[src/sv/capacitated_route_split_cost_unit_assert.svh]
// assertion macros for the route split cost unit
// used by capacitated_route_split_cost_unit, no other dependencies
`ifndef CAPACITATED_ROUTE_SPLIT_COST_UNIT_ASSERT_SVH
`define CAPACITATED_ROUTE_SPLIT_COST_UNIT_ASSERT_SVH

// antecedent implies consequent in the same cycle
`define CRSC_ASSERT_SAME(label, clk, rst_n, ante, cons) \
  label: assert property (@(posedge clk) disable iff (!rst_n) (ante) |-> (cons)) \
    else $error("crsc: same-cycle check failed");

// antecedent implies consequent in the next cycle
`define CRSC_ASSERT_NEXT(label, clk, rst_n, ante, cons) \
  label: assert property (@(posedge clk) disable iff (!rst_n) (ante) |=> (cons)) \
    else $error("crsc: next-cycle check failed");

`endif

[src/sv/crsc_pkg.sv]
// shared types and constants of the route split cost unit
// no dependencies
package crsc_pkg;

  localparam int CAP_W      = 24;
  localparam int WEIGHT_W   = 16;
  localparam int LOAD_W     = 25;
  localparam int RDIST_W    = 40;
  localparam int TOTAL_W    = 48;
  localparam int ROUTES_W   = 9;
  localparam int CUST_IN_W  = 8;
  localparam int IDX_IN_W   = 9;
  localparam int VALUE_W    = 32;
  localparam int REQ_W      = 2;
  localparam int CFG_IDX_W  = 1;
  localparam int CFG_DATA_W = 24;
  localparam int CCOUNT_W   = 9;

  localparam logic [LOAD_W-1:0]   LOAD_MAX   = {LOAD_W{1'b1}};
  localparam logic [RDIST_W-1:0]  RDIST_MAX  = {RDIST_W{1'b1}};
  localparam logic [TOTAL_W-1:0]  TOTAL_MAX  = {TOTAL_W{1'b1}};
  localparam logic [ROUTES_W-1:0] ROUTES_MAX = {ROUTES_W{1'b1}};

  localparam logic [REQ_W-1:0] REQ_WEIGHT = 2'd0;
  localparam logic [REQ_W-1:0] REQ_DIST   = 2'd1;
  localparam logic [REQ_W-1:0] REQ_CUST   = 2'd2;

  localparam logic [CFG_IDX_W-1:0] CFG_CAPACITY   = 1'd0;
  localparam logic [CFG_IDX_W-1:0] CFG_CUST_COUNT = 1'd1;

  localparam logic [CCOUNT_W-1:0] CCOUNT_RESET = 9'd256;

  typedef struct packed {
    logic exe;  // fold the current customer into the tour
    logic fin;  // close the last route and clear the tour
  } acc_ctrl_t;

endpackage

[src/sv/crsc_acc.sv]
// tour accumulator: route load, route distance, tour total, route count
// depends on crsc_pkg
module crsc_acc #(
  parameter int DIST_WIDTH = 32,
  parameter int CUST_W     = 8
) (
  input  logic                           clk,
  input  logic                           rst_n,
  input  crsc_pkg::acc_ctrl_t            ctrl,
  input  logic [crsc_pkg::CAP_W-1:0]     capacity,
  input  logic [CUST_W-1:0]              cust,
  input  logic [crsc_pkg::WEIGHT_W-1:0]  weight,
  input  logic [DIST_WIDTH-1:0]          d_dep_cust,
  input  logic [DIST_WIDTH-1:0]          d_prev_cust,
  input  logic [DIST_WIDTH-1:0]          d_dep_prev,
  output logic [CUST_W-1:0]              prev_customer,
  output logic [crsc_pkg::TOTAL_W-1:0]   res_total,
  output logic [crsc_pkg::ROUTES_W-1:0]  res_count
);

  localparam int LW     = crsc_pkg::LOAD_W;
  localparam int RW     = crsc_pkg::RDIST_W;
  localparam int TW     = crsc_pkg::TOTAL_W;
  localparam int RSUM_W = ((DIST_WIDTH > RW) ? DIST_WIDTH : RW) + 1;
  localparam int TSUM_W = TW + 2;

  logic [LW-1:0]                     load_r, load_nxt;
  logic [RW-1:0]                     rdist_r, rdist_nxt;
  logic [TW-1:0]                     total_r, total_nxt;
  logic [crsc_pkg::ROUTES_W-1:0]     routes_r, routes_nxt;
  logic                              started_r, started_nxt;
  logic [CUST_W-1:0]                 prev_r, prev_nxt;

  logic [LW:0]       load_sum;
  logic              over;
  logic [RSUM_W-1:0] dep_leg, link_sum;
  logic [RW-1:0]     dep_leg_sat, link_sat;
  logic [TSUM_W-1:0] close_sum, fin_sum;
  logic [TW-1:0]     close_sat;

  assign load_sum = (LW+1)'(load_r) + (LW+1)'(weight);
  assign over     = load_sum > (LW+1)'(capacity);

  assign dep_leg     = RSUM_W'(d_dep_cust);
  assign dep_leg_sat = (dep_leg > RSUM_W'(crsc_pkg::RDIST_MAX)) ? crsc_pkg::RDIST_MAX
                                                                 : RW'(dep_leg);
  assign link_sum    = RSUM_W'(rdist_r) + RSUM_W'(d_prev_cust);
  assign link_sat    = (link_sum > RSUM_W'(crsc_pkg::RDIST_MAX)) ? crsc_pkg::RDIST_MAX
                                                                 : RW'(link_sum);

  // closing a full route adds its return leg to the depot
  assign close_sum = TSUM_W'(total_r) + TSUM_W'(rdist_r) + TSUM_W'(d_dep_prev);
  assign close_sat = (close_sum > TSUM_W'(crsc_pkg::TOTAL_MAX)) ? crsc_pkg::TOTAL_MAX
                                                                : TW'(close_sum);

  // after the last customer was folded in, prev is that customer
  assign fin_sum   = TSUM_W'(total_r) + TSUM_W'(rdist_r) + TSUM_W'(d_dep_cust);
  assign res_total = (fin_sum > TSUM_W'(crsc_pkg::TOTAL_MAX)) ? crsc_pkg::TOTAL_MAX
                                                              : TW'(fin_sum);
  assign res_count = routes_r;

  assign prev_customer = prev_r;

  always_comb begin
    load_nxt    = load_r;
    rdist_nxt   = rdist_r;
    total_nxt   = total_r;
    routes_nxt  = routes_r;
    started_nxt = started_r;
    prev_nxt    = prev_r;
    if (ctrl.exe) begin
      prev_nxt = cust;
      if (!started_r) begin
        load_nxt    = LW'(weight);
        rdist_nxt   = dep_leg_sat;
        routes_nxt  = crsc_pkg::ROUTES_W'(1);
        total_nxt   = '0;
        started_nxt = 1'b1;
      end else if (over) begin
        total_nxt = close_sat;
        load_nxt  = LW'(weight);
        rdist_nxt = dep_leg_sat;
        if (routes_r != crsc_pkg::ROUTES_MAX) begin
          routes_nxt = routes_r + crsc_pkg::ROUTES_W'(1);
        end
      end else begin
        load_nxt  = (load_sum > (LW+1)'(crsc_pkg::LOAD_MAX)) ? crsc_pkg::LOAD_MAX
                                                             : LW'(load_sum);
        rdist_nxt = link_sat;
      end
    end
    if (ctrl.fin) begin
      load_nxt    = '0;
      rdist_nxt   = '0;
      total_nxt   = '0;
      routes_nxt  = crsc_pkg::ROUTES_W'(1);
      started_nxt = 1'b0;
      prev_nxt    = '0;
    end
  end

  always_ff @(posedge clk) begin
    if (!rst_n) begin
      load_r    <= '0;
      rdist_r   <= '0;
      total_r   <= '0;
      routes_r  <= crsc_pkg::ROUTES_W'(1);
      started_r <= 1'b0;
      prev_r    <= '0;
    end else begin
      load_r    <= load_nxt;
      rdist_r   <= rdist_nxt;
      total_r   <= total_nxt;
      routes_r  <= routes_nxt;
      started_r <= started_nxt;
      prev_r    <= prev_nxt;
    end
  end

endmodule

[config.mk]
export PLATFORM = sky130hd
export DESIGN_NAME = crsc_acc
export DESIGN_NICKNAME = d
export VERILOG_FILES = /design/src/sv/capacitated_route_split_cost_unit_assert.svh /design/src/sv/crsc_pkg.sv /design/src/sv/crsc_acc.sv
export SDC_FILE = /design/constraint.sdc
export NUM_CORES = 1
export LEC_CHECK = 0
export BUFFER_PORTS_ARGS = -buffer_cell sky130_fd_sc_hd__buf_4
export CAP_MARGIN = 20
export CORE_ASPECT_RATIO = 0.8
export CORE_MARGIN = 3
export CORE_UTILIZATION = 45
export DETAILED_ROUTE_END_ITERATION = 10
export GPL_TIMING_DRIVEN = 0
export PLACE_DENSITY = 0.68
export SYNTH_ARGS = -nofsm -noshare
export SYNTH_HDL_FRONTEND = slang
export SYNTH_SLANG_ARGS = --single-unit
[constraint.sdc]
create_clock -name clk -period 4.8 [get_ports clk]
set_input_delay 0.24 -clock clk [delete_from_list [all_inputs] [get_ports clk]]
set_output_delay 0.24 -clock clk [all_outputs]
set_load 0.005 [all_outputs]
# --- Word-level counts from Yosys, hierarchy flattened ---
# Cells that the tools add are included.
# Widths: inputs -> output; s select.
word_totals:
  reg_bits: 131
  input_bits: 148
  elab_cells: 39
op_classes:
  addsub: 6
  n_lt_le_gt_ge: 6
  eq_ne: 3
  muxes: 14
  bitwise_logic: 1
  reduce_logical: 3
ops:
  columns: ["operator", "count"]
  rows:
  - ["$mux 48", 4]
  - ["$mux 40", 4]
  - ["$gt 50x48->1 const B", 2]
  - ["$mux 25", 3]
  - ["$add 49x32->50", 1]
  - ["$add 50x32->50", 1]
  - ["$add 48x40->49", 1]
  - ["$add 40x32->41", 1]
  - ["$gt 41x40->1 const B", 1]
  - ["$gt 32x40->1 const B", 1]
  - ["$mux 9", 3]
  - ["$add 25x16->26", 1]
  - ["$gt 26x24->1", 1]
  - ["$gt 26x25->1 const B", 1]
  - ["$add 9x1->9 const B", 1]
  - ["$ne 9x9->1 const B", 1]
  - ["$ne 2x1->1 const B", 2]
  - ["$reduce_and 3->1", 1]
  - ["$reduce_and 2->1", 1]
  - ["$reduce_or 2->1", 1]
  - ["$not 1->1", 1]

# --- Longest topological paths before layout ---
logic_depth:
  depth_word: 6
  mapped_depth: 27
  depth_no_buf: 24

# --- Worst setup path after synthesis ---
# No wires, ideal clock.
synth_path:
  path_type: "reg2out"
  from: "register rdist_r[1]"
  to: "output res_total[13] (netlist name)"
  t_arrival_ns: 4.870
  required_time_ns: 4.560
  slack_ns: -0.310
  path_stages_with_launch: 25
  cell_sequence: "dfxtp_1 > ha_1 > a211oi_1 > o21ai_0 > and2_1 > o21a_1 > o21ai_0 > nand2b_1 > a21oi_1 > xnor2_1 > ha_1 > clkbuf_1 > and4_1 > o211ai_1 > a21o_1 > a2111o_1 > nand4_1 > a21oi_1 > o31ai_1 > nor3b_2 > nand2_1 > o21a_1 > buf_6 > buf_6 > nand2_1"
synth_between:
  elab_chain_len: 4
synth_lines:
  columns: ["item", "line_no", "source"]
  rows:
  - ["start, declared", "crsc_acc.sv:28", "logic [RW-1:0] rdist_r, rdist_nxt;"]
  - ["start signal, assigned", "crsc_acc.sv:112", "rdist_r <= rdist_nxt;"]
  - ["$add 48x40->49 (*)", "crsc_acc.sv:57", "assign fin_sum = TSUM_W'(total_r) + TSUM_W'(rdist_r) + TSUM_W'(d_dep_cust);"]
  - ["$add 49x32->50 (*)", "crsc_acc.sv:57", null]
  - ["$gt 50x48->1", "crsc_acc.sv:58", "assign res_total = (fin_sum > TSUM_W'(crsc_pkg::TOTAL_MAX)) ? crsc_pkg::TOTAL_MAX"]
  - ["$mux 48 (*)", "crsc_acc.sv:58", null]
  - ["end, declared", "crsc_acc.sv:17", "output logic [crsc_pkg::TOTAL_W-1:0] res_total,"]
# Every way passes the cells marked *; elsewhere a longest branch is shown, timed or not.

# --- Final worst setup path ---
layout_path:
  from: "register total_r[1]"
  to: "output res_total[25] (netlist name)"
layout_between:
  elab_chain_len: 4
layout_lines:
  columns: ["item", "line_no", "source"]
  rows:
  - ["start, declared", "crsc_acc.sv:29", "logic [TW-1:0] total_r, total_nxt;"]
  - ["start signal, assigned", "crsc_acc.sv:113", "total_r <= total_nxt;"]
  - ["$add 48x40->49 (*)", "crsc_acc.sv:57", null]
  - ["$add 49x32->50 (*)", "crsc_acc.sv:57", null]
  - ["$gt 50x48->1", "crsc_acc.sv:58", null]
  - ["$mux 48 (*)", "crsc_acc.sv:58", null]
# Marked as above.

==> impl_metrics.tcl <==
set metrics [dict create \
    power_mw 4.08 \
    timing.final.crit_share 1.17 \
    synth.ff_latch_count 131 \
    worstSetupEndpointType "output port" \
    place_ws_ns -1.71 \
    synthArstFlopShare 0 \
    setup_violations 169 \
    drive_gt1_frac 0.309 \
    met3_usage 0.0570 \
    worstPathRequired_ns 4.56 \
    failed_checks "setup timing" \
    ant_nets 0 \
    use_met1 0.490 \
    fillCellCount 2765 \
    netlist_area_mm2 0.0153 \
    gp_congestion 1.01 \
    period_minus_slack_ns 5.63 \
    cts_made_buffers 17 \
    h-tree-depth 4 \
    grt_overflow 0 \
    synthFlopType "dfxtp_1" \
    avgSynthCellArea_um2 7.41 \
    grt_usage 0.337 \
    dpl.hpwl_um 47500 \
    slew_viol_final 0 \
    antenna_found_initial 3 \
    die_w_um 212 \
    regArea_mm2 0.00266 \
    cts-root-buf "clkbuf_16" \
    path_class "reg -> out" \
    status "complete, but fails checks" \
    cts_buffer_depth 2 \
    io_pins 213 \
    grt_pass1_wl_um 94400 \
    clkTransAtPathRegs_ns 0.06 \
    maxCapViolations 0 \
    grt_max_degree 17 \
    wl_per_cell_um 22.7 \
    hold_viol_final 0 \
    postCtsHoldBufs 0 \
    leakage_nw 9.99 \
    max_freq_mhz 177 \
    first_iter_violations 2032 \
    rsz0062_at_grt "true" \
    fp-row-count 59 \
    met2_usage 0.508 \
    relSlewSlack 0.337 \
    hp-class "in -> reg" \
    grt_pass1_vias 16500 \
    coreArea_mm2 0.0330 \
    drc_errors 0 \
    grt-busiest-layer "met2" \
    initial_core_util 0.464 \
    cts_tree "done" \
    vdd.ir_drop.worst_uv 181 \
    syn_to_final_growth_pct 43.9 \
    cp_max_fo 10 \
    routed_wl_um 65200 \
    synth_nets 2403 \
    cts_sinks 131 \
    yosysUniqueCellTypes 89 \
    vias 17900 \
    fin_skew_ns 0.0145 \
    ys_seq_area_frac 0.171 \
    critPathLaunchType "flip-flop" \
    die_area_mm2 0.0363 \
    crit_arrival_ns 5.39 \
    clock_latency_ns 0.46 \
    multiInputGateArea_mm2 0.0141 \
    worst_slack_ns -0.835 \
    worst_slew_pin_slew_ns 0.994 \
    die_y_um 171 \
    syn_inst 2067 \
    drt_first_pass_iters 6 \
    yosysWarnings 0 \
    via_per_inst 6.23 \
    synth_edf_count 0 \
    p_per_area_mw_per_mm2 185 \
    final_nets 2767 \
    port_buffers 212 \
]
==> cell families (layout without fill, tap and decap cells) <==
group,after synthesis,in the layout,share of synthesized area
AND/OR/NAND/NOR,710,710,0.222
AO/OA/AOI/OAI,673,673,0.285
adder cells (fa/ha/maj),188,188,0.156
XOR/XNOR,169,169,0.0971
buffers and inverters,156,532,0.0426
flip-flops,131,131,0.171
multiplexers,40,40,0.0262
other,0,1,0
==> placed cells by master, fill, tap and decap left out, drive strengths merged, types with 35 or more instances in the layout <==
| cell type | Yosys | final |
|---|---|---|
| a21o | 64 | 64 |
| nor2 | 217 | 217 |
| o21a | 35 | 35 |
| xnor2 | 98 | 98 |
| mux2i | 39 | 39 |
| a21oi | 178 | 178 |
| nand3 | 55 | 55 |
| ha | 183 | 183 |
| dfxtp | 131 | 131 |
| xor2 | 71 | 71 |
| o21ai | 161 | 161 |
| nand2 | 216 | 216 |
| inv | 71 | 75 |
| clkbuf | 55 | 65 |
| nand4 | 38 | 38 |
| buf | 29 | 381 |
| nor3 | 38 | 38 |
==> flip-flops by register name (all words and copies together) (netlist names) <==
name	cells
total_r	48
rdist_r	40
load_r	25
res_count	9
prev_customer	8
started_r	1
==> synth_stat cells (49+ instances only) <==
| cell type | instances | area share |
|---|---|---|
| inv_1 | 71 | 0.017 |
| dfxtp_1 | 131 | 0.17 |
| o21ai_0 | 112 | 0.037 |
| a21o_1 | 64 | 0.031 |
| o21ai_1 | 49 | 0.016 |
| clkbuf_1 | 55 | 0.013 |
| nor2_1 | 217 | 0.053 |
| a21oi_1 | 178 | 0.058 |
| nand3_1 | 55 | 0.018 |
| xnor2_1 | 98 | 0.056 |
| xor2_1 | 70 | 0.040 |
| ha_1 | 183 | 0.15 |
| nand2_1 | 216 | 0.053 |
==> per-stage QoR <==
stage	setup TNS [ns]	util	hold slack, ns	area (µm²)	cells
after global placement	-209.04	0.530	0.441	17500	2706
after floorplan	-0.118	-	0.387	15400	2067
after global routing	-110.66	0.668	0.0319	22100	2871
after detailed placement	-218.17	0.530	0.449	17500	2706
final	-82.79	0.668	0.0266	22100	2871
after CTS	-69.83	0.633	0.0135	20900	2828
==> report_power, final <==
group | switching [mW] | total [mW] | internal, mW
clock | 0.598 | 1.53 | 0.928
sequential | 0.0247 | 1.13 | 1.11
combinational | 0.762 | 1.42 | 0.659
==> path summary, 6_finish.rpt <==
path                      endpoint  cells past startpoint  slack (ns)        start
setup / recovery     res_total[25]                     25       -0.83   total_r[1]
hold / removal    prev_customer[6]                      3        0.03      cust[6]
setup reg to reg       total_r[31]                     27       -0.60   rdist_r[0]
hold reg to reg        total_r[35]                      2        0.46  total_r[35]
==> final cells by class <==
cell class	count	share of cell area
Multi-Input combinational cell	1780	0.638
Tap cell	427	0.0242
Sequential cell	131	0.120
Clock buffer	17	0.0193
Inverter	72	0.0123
Buffer	70	0.0268
Timing Repair Buffer	359	0.149
Clock inverter	14	0.0103
Antenna cell	1	0.000113
==> worst max-delay path, cell delays in order (launching register included) <==
cell	delay, ns
dfxtp_4	0.36
ha_4	0.25
a211oi_4	0.28
o21ai_2	0.10
and2_4	0.15
o21a_1	0.18
o21ai_1	0.13
nand2b_1	0.07
a21oi_2	0.18
xnor2_2	0.14
ha_4	0.29
and4_4	0.23
buf_4	0.10
buf_4	0.09
a21oi_2	0.06
a2111o_1	0.47
nand4_1	0.23
a21oi_2	0.12
o31ai_4	0.27
nor3b_4	0.29
nand2_2	0.14
o21a_4	0.27
buf_12	0.17
buf_12	0.15
nand2_2	0.07
buf_4	0.11
==> routing by layer <==
| metal | vias up | wire (µm) |
|---|---|---|
| met3 | 128 | 5760 |
| met4 | 4 | 1880 |
| met5 | - | 27 |
| met2 | 804 | 28000 |
| li1 | 8343 | - |
| met1 | 8595 | 29500 |
==> timing repair <==
item	4_1_cts	5_1_grt
resized for setup	380	225
endpoints found under the setup margin	169	169
gates cloned	14	4
buffers inserted	85	55
pin swaps	103	139
No activity file was read; power rests on OpenSTA's default activity.
